$ cat config.mk
export PLATFORM = sky130hd
export DESIGN_NAME = yuv420_geometric_remap_addresser_core
export DESIGN_NICKNAME = d
export VERILOG_FILES = /design/src/rtl/yga_pkg.sv /design/src/rtl/yga_seed.sv /design/src/rtl/yga_coord.sv /design/src/rtl/yuv420_geometric_remap_addresser_core.sv
export VERILOG_INCLUDE_DIRS = /design/src /design/src/rtl
export SDC_FILE = /design/constraint.sdc
export NUM_CORES = 2
export LEC_CHECK = 0
export CAP_MARGIN = 20
export CORE_UTILIZATION = 35
export CTS_CLUSTER_SIZE = 30
export DETAILED_ROUTE_END_ITERATION = 8
export DONT_BUFFER_PORTS = 1
export GPL_TIMING_DRIVEN = 0
export SETUP_SLACK_MARGIN = 0.02
export SLEW_MARGIN = 5
export SYNTH_ARGS = -nofsm -noshare
export SYNTH_HDL_FRONTEND = slang
export SYNTH_SLANG_ARGS = --single-unit
$ cat constraint.sdc
create_clock -name aclk -period 21 [get_ports aclk]
set_clock_uncertainty 0.2 [all_clocks]
set_input_delay 1.05 -clock aclk [delete_from_list [all_inputs] [get_ports aclk]]
set_output_delay 1.05 -clock aclk [all_outputs]
set_load 0.01 [all_outputs]
$ cat src/rtl/yuv420_geometric_remap_addresser_core_macros.svh
// Assertion macros for the 4:2:0 remap addresser.
// Clocked on aclk, disabled while aresetn is low; included by the top level.
`ifndef YUV420_GEOMETRIC_REMAP_ADDRESSER_CORE_MACROS_SVH
`define YUV420_GEOMETRIC_REMAP_ADDRESSER_CORE_MACROS_SVH

// Same-cycle implication.
`define YGA_ASSERT_IMPL(label, ante, cons) \
    label: assert property (@(posedge aclk) disable iff (!aresetn) (ante) |-> (cons)) \
        else $error("remap addresser: same-cycle check failed");

// Next-cycle implication.
`define YGA_ASSERT_NEXT(label, ante, cons) \
    label: assert property (@(posedge aclk) disable iff (!aresetn) (ante) |=> (cons)) \
        else $error("remap addresser: next-cycle check failed");

`endif

$ cat src/rtl/yga_pkg.sv
// Shared types and constants for the 4:2:0 remap addresser.
// Used by yga_seed, yga_coord and the top level; depends on nothing.
package yga_pkg;

    localparam logic [11:0] MAX_WIDTH  = 12'd2048;
    localparam logic [11:0] MAX_HEIGHT = 12'd2048;
    localparam int          TILE_LOG2  = 4;
    localparam int          TILE_SIZE  = 1 << TILE_LOG2;
    localparam int          TILE_HALF  = TILE_SIZE / 2;

    // Signed coordinate width: covers -2048..2055 with margin.
    localparam int CW = 13;
    typedef logic signed [CW-1:0] coord_t;

    typedef enum logic [2:0] {
        MODE_IDENTITY = 3'd0,
        MODE_HMIRROR  = 3'd1,
        MODE_VFLIP    = 3'd2,
        MODE_BOTH     = 3'd3,
        MODE_JITTER   = 3'd4,
        MODE_TILES    = 3'd5
    } mode_t;

    localparam logic [1:0] REG_FRAME_WIDTH    = 2'd0;
    localparam logic [1:0] REG_FRAME_HEIGHT   = 2'd1;
    localparam logic [1:0] REG_TRANSFORM_MODE = 2'd2;

    localparam logic [11:0] RESET_WIDTH  = 12'd320;
    localparam logic [11:0] RESET_HEIGHT = 12'd240;

    // LCG step and its compositions: seed_k = A_k * seed + C_k (mod 2^32).
    localparam logic [31:0] LCG_A1 = 32'd1103515245;
    localparam logic [31:0] LCG_C1 = 32'd12345;
    localparam logic [31:0] LCG_A2 = 32'(LCG_A1 * LCG_A1);
    localparam logic [31:0] LCG_C2 = 32'(LCG_A1 * LCG_C1 + LCG_C1);
    localparam logic [31:0] LCG_A3 = 32'(LCG_A1 * LCG_A2);
    localparam logic [31:0] LCG_C3 = 32'(LCG_A1 * LCG_C2 + LCG_C1);
    localparam logic [31:0] LCG_A4 = 32'(LCG_A1 * LCG_A3);
    localparam logic [31:0] LCG_C4 = 32'(LCG_A1 * LCG_C3 + LCG_C1);

    // Four 2-bit draws in the order they are consumed.
    typedef struct packed {
        logic [1:0] luma_row;
        logic [1:0] luma_col;
        logic [1:0] chroma_row;
        logic [1:0] chroma_col;
    } draw_t;

    // Effective frame geometry.
    typedef struct packed {
        logic [11:0] w;
        logic [11:0] h;
        logic [10:0] hw;
        logic [10:0] hh;
    } geom_t;

    // Remapped source position: luma = lx + ly*w,
    // chroma = cx + cy*hw, or cx + (cy*w)>>2 when quarter is set.
    typedef struct packed {
        coord_t lx;
        coord_t ly;
        coord_t cx;
        coord_t cy;
        logic   quarter;
    } remap_t;

endpackage

$ cat src/rtl/yga_seed.sv
// Jitter seed register: advances four LCG steps per jitter pixel at once.
// Depends on yga_pkg for the composed LCG constants and draw_t.
module yga_seed (
    input  logic           aclk,
    input  logic           aresetn,
    input  logic           advance,
    output yga_pkg::draw_t draws
);
    import yga_pkg::*;

    logic [31:0] seed_reg;
    logic [31:0] seed_next;
    logic [31:0] seed1, seed2, seed3;

    // Each step is a constant multiply of the held seed; no chaining.
    assign seed1     = 32'(LCG_A1 * seed_reg + LCG_C1);
    assign seed2     = 32'(LCG_A2 * seed_reg + LCG_C2);
    assign seed3     = 32'(LCG_A3 * seed_reg + LCG_C3);
    assign seed_next = 32'(LCG_A4 * seed_reg + LCG_C4);

    assign draws.luma_row   = seed1[31:30];
    assign draws.luma_col   = seed2[31:30];
    assign draws.chroma_row = seed3[31:30];
    assign draws.chroma_col = seed_next[31:30];

    always_ff @(posedge aclk) begin
        if (!aresetn) begin
            seed_reg <= '0;
        end else if (advance) begin
            seed_reg <= seed_next;
        end
    end

endmodule

$ cat src/rtl/yga_coord.sv
// Per-mode coordinate mapping for the remap addresser (combinational).
// Depends on yga_pkg for mode_t, geom_t, draw_t and remap_t.
module yga_coord (
    input  logic [10:0]     column,
    input  logic [10:0]     row,
    input  yga_pkg::draw_t  draws,
    input  yga_pkg::mode_t  mode,
    input  yga_pkg::geom_t  geom,
    output yga_pkg::remap_t remap
);
    import yga_pkg::*;

    // Fold within a tile, then clamp to 0..lim-1.
    function automatic coord_t tile_fold(logic [10:0] p, logic [11:0] lim);
        logic signed [13:0] base;
        logic signed [13:0] dt;
        logic signed [13:0] t;
        logic signed [13:0] slim;
        base = $signed({3'b0, p});
        dt   = $signed(14'(p[TILE_LOG2-1:0])) - 14'(TILE_HALF);
        slim = $signed({2'b0, lim});
        t    = p[TILE_LOG2] ? base - dt : base + dt;
        if (t < 0) begin
            t = '0;
        end else if (t >= slim) begin
            t = slim - 14'sd1;
        end
        return $signed(t[CW-1:0]);
    endfunction

    // Jittered position: p + draw - 2.
    function automatic coord_t jitter(logic [10:0] p, logic [1:0] dd);
        coord_t t;
        t = $signed({2'b0, p}) + $signed({11'b0, dd}) - coord_t'(2);
        return t;
    endfunction

    coord_t px, py, ws, hs, hws, hhs;
    coord_t mx, my;
    coord_t jlx, jly, jcx, jcy;
    coord_t tx, ty;

    always_comb begin
        px  = $signed({2'b0, column});
        py  = $signed({2'b0, row});
        ws  = $signed({1'b0, geom.w});
        hs  = $signed({1'b0, geom.h});
        hws = $signed({2'b0, geom.hw});
        hhs = $signed({2'b0, geom.hh});
        mx  = ws - coord_t'(1) - px;
        my  = hs - coord_t'(1) - py;

        // Step a jittered column that lands beyond w back by one.
        jly = jitter(row, draws.luma_row);
        jlx = jitter(column, draws.luma_col);
        if (jlx > ws) begin
            jlx = jlx - coord_t'(1);
        end
        jcy = jitter(row, draws.chroma_row);
        jcx = jitter(column, draws.chroma_col);
        if (jcx > ws) begin
            jcx = jcx - coord_t'(1);
        end

        ty = tile_fold(row, geom.h);
        tx = tile_fold(column, geom.w);

        remap.quarter = 1'b0;
        unique case (mode)
            MODE_HMIRROR: begin
                remap.lx = mx;
                remap.ly = py;
                remap.cx = hws - coord_t'(1) - (px >>> 1);
                remap.cy = py >>> 1;
            end
            MODE_VFLIP: begin
                remap.lx = px;
                remap.ly = my;
                remap.cx = px >>> 1;
                remap.cy = hhs - coord_t'(1) - (py >>> 1);
            end
            MODE_BOTH: begin
                remap.lx = mx;
                remap.ly = my;
                remap.cx = mx >>> 1;
                remap.cy = my >>> 1;
            end
            MODE_JITTER: begin
                remap.lx = jlx;
                remap.ly = jly;
                remap.cx = jcx >>> 1;
                remap.cy = jcy >>> 1;
            end
            MODE_TILES: begin
                remap.lx = tx;
                remap.ly = ty;
                remap.cx = tx >>> 1;
                remap.cy = ty >>> 1;
            end
            default: begin
                // identity: chroma row term is (row * w) >> 2
                remap.lx      = px;
                remap.ly      = py;
                remap.cx      = px >>> 1;
                remap.cy      = py;
                remap.quarter = 1'b1;
            end
        endcase
    end

endmodule

$ cat src/rtl/yuv420_geometric_remap_addresser_core.sv
// YUV 4:2:0 geometric remap address generator, top level.
// Depends on yga_pkg, yga_seed, yga_coord and the assertion macro header.
//
// Takes output pixel coordinates and returns the source luma offset and the
// source chroma offset (shared by both chroma planes) for one of six remaps:
// identity, horizontal mirror, vertical flip, both, random jitter and
// square-tile mirroring. The block accepts one pixel per clock unless the
// output stalls and returns one result per pixel. Four register stages
// carry each pixel: input capture, mode mapping, the multiply by the line
// pitch, and the plane range check with the chroma hold. The jitter seed
// advances by four LCG steps per jitter pixel through four parallel constant
// multiplies, so it never limits the rate. Offsets outside their plane read
// as zero. Outside jitter mode the chroma offset is refreshed only at pixels
// with even column and row and repeats in between. Frame size and mode are
// to be written through the cfg port only while no pixel is in flight; the
// block itself does not enforce this. The derived geometry is registered
// from the stored frame size. Nothing needs a clearing pass after reset.
module yuv420_geometric_remap_addresser_core (
    input  logic        aclk,
    input  logic        aresetn,
    // configuration write channel
    input  logic        cfg_valid,
    output logic        cfg_ready,
    input  logic [1:0]  cfg_index,
    input  logic [11:0] cfg_data,
    // pixel coordinate input
    input  logic        s_tvalid,
    output logic        s_tready,
    input  logic [23:0] s_tdata,   // [10:0] column, [21:11] row, [23:22] zero
    // remapped offset output
    output logic        m_tvalid,
    input  logic        m_tready,
    output logic [47:0] m_tdata,   // [21:0] luma_offset, [41:22] chroma_offset, zero
    output logic [0:0]  m_tuser    // [0] chroma_strobe
);
    import yga_pkg::*;

    `include "yuv420_geometric_remap_addresser_core_macros.svh"

    localparam logic [10:0] RESET_HW    = RESET_WIDTH[11:1];
    localparam logic [10:0] RESET_HH    = RESET_HEIGHT[11:1];
    localparam logic [22:0] RESET_WH    = 23'(23'(RESET_WIDTH) * 23'(RESET_HEIGHT));
    localparam logic [20:0] RESET_CSIZE = 21'(21'(RESET_HW) * 21'(RESET_HH));

    // ---------------- configuration ----------------
    logic [11:0] frame_width_reg;
    logic [11:0] frame_height_reg;
    mode_t       mode_reg;
    geom_t       geom_reg, geom_next;
    logic [22:0] wh_reg, wh_next;
    logic [20:0] csize_reg, csize_next;
    logic [11:0] w_even, h_even;

    assign cfg_ready = 1'b1;

    always_ff @(posedge aclk) begin
        if (!aresetn) begin
            frame_width_reg  <= RESET_WIDTH;
            frame_height_reg <= RESET_HEIGHT;
            mode_reg         <= MODE_IDENTITY;
        end else if (cfg_valid) begin
            unique case (cfg_index)
                REG_FRAME_WIDTH:  frame_width_reg  <= cfg_data;
                REG_FRAME_HEIGHT: frame_height_reg <= cfg_data;
                REG_TRANSFORM_MODE: begin
                    // drop writes of the two unused mode codes
                    if (cfg_data[2:0] <= MODE_TILES) begin
                        mode_reg <= mode_t'(cfg_data[2:0]);
                    end
                end
                default: ;
            endcase
        end
    end

    // Clear bit 0 and clamp to 2..MAX; register the plane sizes.
    always_comb begin
        w_even = {frame_width_reg[11:1], 1'b0};
        h_even = {frame_height_reg[11:1], 1'b0};
        if (w_even < 12'd2) begin
            geom_next.w = 12'd2;
        end else if (w_even > MAX_WIDTH) begin
            geom_next.w = MAX_WIDTH;
        end else begin
            geom_next.w = w_even;
        end
        if (h_even < 12'd2) begin
            geom_next.h = 12'd2;
        end else if (h_even > MAX_HEIGHT) begin
            geom_next.h = MAX_HEIGHT;
        end else begin
            geom_next.h = h_even;
        end
        geom_next.hw = geom_next.w[11:1];
        geom_next.hh = geom_next.h[11:1];
        wh_next      = 23'(24'(geom_next.w) * 24'(geom_next.h));
        csize_next   = 21'(22'(geom_next.hw) * 22'(geom_next.hh));
    end

    always_ff @(posedge aclk) begin
        if (!aresetn) begin
            geom_reg  <= '{w: RESET_WIDTH, h: RESET_HEIGHT, hw: RESET_HW, hh: RESET_HH};
            wh_reg    <= RESET_WH;
            csize_reg <= RESET_CSIZE;
        end else begin
            geom_reg  <= geom_next;
            wh_reg    <= wh_next;
            csize_reg <= csize_next;
        end
    end

    // ---------------- pipeline handshake ----------------
    logic in_valid_reg, mid_valid_reg, prod_valid_reg, m_tvalid_reg;
    logic out_ready, prod_ready, mid_ready, in_ready;
    logic s_fire, prod_fire;

    assign out_ready  = !m_tvalid_reg || m_tready;
    assign prod_ready = !prod_valid_reg || out_ready;
    assign mid_ready  = !mid_valid_reg || prod_ready;
    assign in_ready   = !in_valid_reg || mid_ready;
    assign s_tready   = in_ready;
    assign s_fire     = s_tvalid && in_ready;
    assign prod_fire  = prod_valid_reg && out_ready;

    always_ff @(posedge aclk) begin
        if (!aresetn) begin
            in_valid_reg   <= 1'b0;
            mid_valid_reg  <= 1'b0;
            prod_valid_reg <= 1'b0;
            m_tvalid_reg   <= 1'b0;
        end else begin
            if (in_ready) begin
                in_valid_reg <= s_tvalid;
            end
            if (mid_ready) begin
                mid_valid_reg <= in_valid_reg;
            end
            if (prod_ready) begin
                prod_valid_reg <= mid_valid_reg;
            end
            if (out_ready) begin
                m_tvalid_reg <= prod_valid_reg;
            end
        end
    end

    // ---------------- stage 0: capture coordinates and draws ----------------
    draw_t       draws;
    logic [10:0] in_col_reg, in_row_reg;
    draw_t       in_draw_reg;

    // Advance the seed only for transfers taken in jitter mode.
    yga_seed u_seed (
        .aclk    (aclk),
        .aresetn (aresetn),
        .advance (s_fire && (mode_reg == MODE_JITTER)),
        .draws   (draws)
    );

    always_ff @(posedge aclk) begin
        if (s_fire) begin
            in_col_reg  <= s_tdata[10:0];
            in_row_reg  <= s_tdata[21:11];
            in_draw_reg <= draws;
        end
    end

    // ---------------- stage 1: mode mapping ----------------
    remap_t remap;
    remap_t mid_reg;
    logic   mid_strobe_reg;

    yga_coord u_coord (
        .column (in_col_reg),
        .row    (in_row_reg),
        .draws  (in_draw_reg),
        .mode   (mode_reg),
        .geom   (geom_reg),
        .remap  (remap)
    );

    always_ff @(posedge aclk) begin
        if (in_valid_reg && mid_ready) begin
            mid_reg        <= remap;
            mid_strobe_reg <= !in_col_reg[0] && !in_row_reg[0];
        end
    end

    // ---------------- stage 2: multiply by pitch ----------------
    logic signed [25:0] luma_prod, chroma_prod, chroma_term;
    logic [11:0]        chroma_pitch;
    logic signed [25:0] prod_luma_reg, prod_chroma_reg;
    logic               prod_strobe_reg;

    always_comb begin
        luma_prod    = 26'(mid_reg.ly) * 26'($signed({1'b0, geom_reg.w}));
        chroma_pitch = mid_reg.quarter ? geom_reg.w : {1'b0, geom_reg.hw};
        chroma_prod  = 26'(mid_reg.cy) * 26'($signed({1'b0, chroma_pitch}));
        chroma_term  = mid_reg.quarter ? (chroma_prod >>> 2) : chroma_prod;
    end

    always_ff @(posedge aclk) begin
        if (mid_valid_reg && prod_ready) begin
            prod_luma_reg   <= 26'(mid_reg.lx) + luma_prod;
            prod_chroma_reg <= 26'(mid_reg.cx) + chroma_term;
            prod_strobe_reg <= mid_strobe_reg;
        end
    end

    // ---------------- stage 3: range check and chroma hold ----------------
    logic [19:0] held_reg, held_next;
    logic [19:0] chroma_checked;
    logic        luma_ok, chroma_ok;
    logic [47:0] m_tdata_reg;
    logic        m_tuser_reg;

    always_comb begin
        luma_ok   = (prod_luma_reg >= 0) && (prod_luma_reg < $signed({3'b0, wh_reg}));
        chroma_ok = (prod_chroma_reg >= 0) && (prod_chroma_reg < $signed({5'b0, csize_reg}));
        chroma_checked = chroma_ok ? prod_chroma_reg[19:0] : '0;
        // Reload the hold at strobe pixels, or at every pixel in jitter mode.
        if (prod_strobe_reg || (mode_reg == MODE_JITTER)) begin
            held_next = chroma_checked;
        end else begin
            held_next = held_reg;
        end
    end

    always_ff @(posedge aclk) begin
        if (!aresetn) begin
            held_reg <= '0;
        end else if (prod_fire) begin
            held_reg <= held_next;
        end
    end

    always_ff @(posedge aclk) begin
        if (prod_fire) begin
            m_tdata_reg <= luma_ok ? {6'b0, held_next, prod_luma_reg[21:0]} : '0;
            m_tuser_reg <= prod_strobe_reg;
        end
    end

    assign m_tvalid   = m_tvalid_reg;
    assign m_tdata    = m_tdata_reg;
    assign m_tuser[0] = m_tuser_reg;

    // ---------------- assertions ----------------
    // A stalled input means every stage is full behind a stalled output.
    `YGA_ASSERT_IMPL(a_stall_source, !s_tready, m_tvalid && !m_tready)
    // Offsets delivered stay inside their planes. A repeated chroma offset
    // may come from an earlier frame size, so check chroma where it reloads.
    `YGA_ASSERT_IMPL(a_luma_range, m_tvalid, {1'b0, m_tdata[21:0]} < wh_reg)
    `YGA_ASSERT_IMPL(a_chroma_range, m_tvalid && m_tuser[0], {1'b0, m_tdata[41:22]} < csize_reg)
    // Outside jitter mode a non-strobe pixel leaves the chroma hold alone.
    `YGA_ASSERT_NEXT(a_hold_keep,
        prod_fire && !prod_strobe_reg && (mode_reg != MODE_JITTER), $stable(held_reg))

endmodule
==> impl_results.md <==
- Buffers inserted during post-CTS setup optimization: 0
- Tightest hold margin: approximately 0.23 ns
- Overall die width: 432 um
- CP peak stage delay: 1.03 ns
- Largest cells by area after synthesis: sky130_fd_sc_hd__fa_1, sky130_fd_sc_hd__ha_1, sky130_fd_sc_hd__inv_1
- Prevailing post-synth register cell: sky130_fd_sc_hd__edfxtp_1
- Gates resized, CTS repair: 0
- Slew Limit Headroom: 0.181
- Initial detailed-routing violation count: 3169
- Number of antenna violations at the first check in global routing: 14
- Number of warnings printed during yosys synthesis: 0
- #FFs+latches synth: 321
- Cell at the root of the clock tree: sky130_fd_sc_hd__clkbuf_16
- Slowest stage cell on the critical path: sky130_fd_sc_hd__o21ai_0
- Synth Area in Adders: 0.518
- Proportion of synthesized chip area in sequential cells: 0.127
- Pin slew with the least headroom to its limit: 1.22 ns
- Wire length of the first global-routing pass: just over 300000 um
- CP Max Fanout: 10
- CTS clk-pin slew, worst paths: around 0.070 ns
- Required time of the critical path: 21.15 ns
- Arrival time at the worst endpoint: 10.78 ns
- Port-buffer cells: 0
- Ratio of cells with drive above 1 in the final layout: 0.0249
- Vias per std cell: roughly 5
- Top layer used by detailed routing: met5
- Row count: 157
- Vias in the first global route: between 40000 and 50000
- Area enclosed by the die boundary: 186000 um^2
- Total number of vias: ~47000
- Post-CTS Hold Buffers: 0
- Die Ht: around 430 um
- Area of the placeable core: 183000 um^2
- Flop-to-flop setup slack: ~10 ns
- Mean instance size in the synthesized netlist: 9.50 um^2
- Commonest non-fill, non-tap cell in the layout: sky130_fd_sc_hd__inv_1
- Maximum ir drop on the vdd rail: 0.0000738 V
- Fraction of synthesized cell area taken by the top area cell type: 0.322
- Met1 routed wirelength after detailed routing: 88200 um
- Share of async-settable or async-resettable flops after synthesis: 0
- Area of the mapped netlist: roughly 65000 um^2
- Final antenna-violating net count: 0
- Launching element type of the critical path: flip-flop
- Detailed-routing iteration count for the pre-antenna-repair pass: 8
- Crit Path Category: reg -> reg
- Synthesized-area fraction occupied by and/or/nand/nor cells: 0.105
- Number of setup violations in the final report: 0
- Overall fraction of global-route tracks in use: 0.222
- R2r startpoint: geom_reg[44]$_SDFF_PN0_
- XOR/XNOR Fraction of Synth Area: 0.0504
- CTS tree: done
- Startpoint of the most critical setup path: geom_reg[44]$_SDFF_PN0_
- Number of maximum-capacitance violations: 0
- Shortest clock period the worst path allows after layout: between 10 and 15 ns
- Setup slack after layout: 10.37 ns
- Routed length per instance: 21.9 um
- Leakage power of the design: between 30 and 40 nW
- Worst-case setup slack after placement: 10.54 ns
- Maximum root-to-sink buffer count: 3
- Combinational family with the most area after synthesis: adder cells
- Fmax: between 0.09 and 0.1 GHz
- Number of top-level pins: 95
- Area of all placed cells without fillers: 69500 um^2
- Met3 WL post-DR: 10400 um
- H-tree levels: 2
- Number of clock buffers inserted by TritonCTS: 38
- Starting Density: 0.352
- Source of the worst hold timing path: mid_reg[40]$_DFFE_PP_
- Post-route clock period utilization: 0.506
- Crit path capture type: flip-flop
- Maximum number of pins on one net before global-route repair: 33
- Count of distinct cell types in the synthesized netlist: 101
- Cell area power density: 50.2 nW/um^2
- RSZ-0062 raised after global routing: no
- Placed standard-cell area: 68100 um^2
- Count of final max-slew check failures: 0
- Mux share of post-synthesis cell area: 0.00947
- Synth area leader: sky130_fd_sc_hd__fa_1
- Remaining design rule violation count: 0
- Post-DP HPWL: 175000 um
- Commonest cells after routing, fill and taps aside: sky130_fd_sc_hd__inv_1, sky130_fd_sc_hd__fa_1, sky130_fd_sc_hd__ha_1
- Status: finished clean
- Clock latency of the later-clocked register in the worst-skew pair: 0.60 ns
- Final core occ: 0.379
- Fin nets: 8964
- Synthesized-area fraction occupied by ao, oa, aoi and oai cells: 0.0860
- Setup TNS: 0 ns
- Detailed route wirelength on metal2: about 98000 um
- Total length of routed wires: a little over 200000 um
- GPL Wtd Cong: 0.982
- Number of flip-flops in the largest register: 53
- Count of endpoints failing hold in the final timing report: 0
- Number of sinks driven by the clock tree: 321
- Count of flip-flops with a built-in enable after synthesis: 180
- GR Overflow Total: 0
- Post-synthesis cell count: 6801
- Growth of design area from synthesis to finish: 7.56%
- Path category of the worst min-delay check: reg -> reg
## synth_stat cells, drive strengths merged (11+ instances only)
| cell | count |
|---|---|
| a21o | 96 |
| a22o | 26 |
| o31ai | 11 |
| nand2b | 58 |
| fa | 1038 |
| nand3 | 71 |
| a21boi | 12 |
| o211ai | 36 |
| a211o | 11 |
| clkbuf | 151 |
| o21a | 32 |
| nor2 | 274 |
| a211oi | 22 |
| or3 | 16 |
| o21bai | 24 |
| xnor2 | 293 |
| buf | 30 |
| nand2 | 474 |
| and3 | 38 |
| mux2i | 42 |
| or4 | 12 |
| nor4 | 25 |
| a22oi | 27 |
| nand4 | 37 |
| a31oi | 36 |
| inv | 1593 |
| and2 | 162 |
| ha | 1013 |
| nor3 | 69 |
| nor2b | 113 |
| mux2 | 17 |
| edfxtp | 180 |
| dfxtp | 141 |
| o21ai | 165 |
| xor2 | 76 |
| a21oi | 227 |
| a31o | 11 |
## final timing paths
check                                                endpoint  depth (start not counted)
worst max-delay path            prod_chroma_reg[25]$_DFFE_PP_                         32
worst min-delay path               prod_luma_reg[0]$_DFFE_PP_                          0
worst max register to register  prod_chroma_reg[25]$_DFFE_PP_                         32
worst min register to register     prod_luma_reg[0]$_DFFE_PP_                          0
## area by class of cell
class | instances | area (um^2)
timing repair buffer | 24 | 485
antenna | 6 | 15.0
clock buffer | 48 | 1030
inverter | 1594 | 5990
multi-input combinational | 4710 | 49700
sequential | 321 | 8240
clock inverter | 21 | 200
tap | 2464 | 3080
buffer | 181 | 732
fill | 18374 | 114000
## where the power goes
| group | leakage [nW] | total, W | internal (W) | switching (W) |
|---|---|---|---|---|
| combinational | 31.8 | 0.00200 | 0.000805 | 0.00119 |
| sequential | 2.78 | 0.000821 | 0.000766 | 0.0000549 |
| clock | 0.594 | 0.000672 | 0.000378 | 0.000293 |
| total | 35.1 | 0.00349 | 0.00195 | 0.00154 |
## kinds of logic (layout without fill, tap and decap cells)
family / Yosys count / after routing
xor+xnor: 370 / 370
flops: 321 / 321
compound gates: 839 / 839
buf+inv: 1775 / 1868
mux: 59 / 59
simple gates: 1384 / 1384
fa+ha+maj: 2051 / 2051
other cells: 2 / 13
## worst max-delay path, delay by kind of cell, from the launching register on
kind            cells  cell delay (ns)
xor+xnor            2             0.26
buf+inv             6             1.58
fa+ha+maj           7             3.01
mux                 1             0.27
flops               1             0.55
simple gates        2             0.55
compound gates     14             3.94
## routing by layer
layer | global-route usage | up-vias
met5 | 0 | -
met2 | 0.374 | 1271
met1 | 0.290 | 23702
li1 | - | 21757
met3 | 0.0248 | 286
met4 | 0.0834 | 6
## stage by stage
step           std cells  total power, W
6_report            9369         0.00349
5_1_grt             9367         0.00378
4_1_cts             9356         0.00351
3_5_place_dp        9287         0.00281
3_3_place_gp        9270         0.00278
2_1_floorplan       6806         0.00227
(Power assumes the default switching activity.)
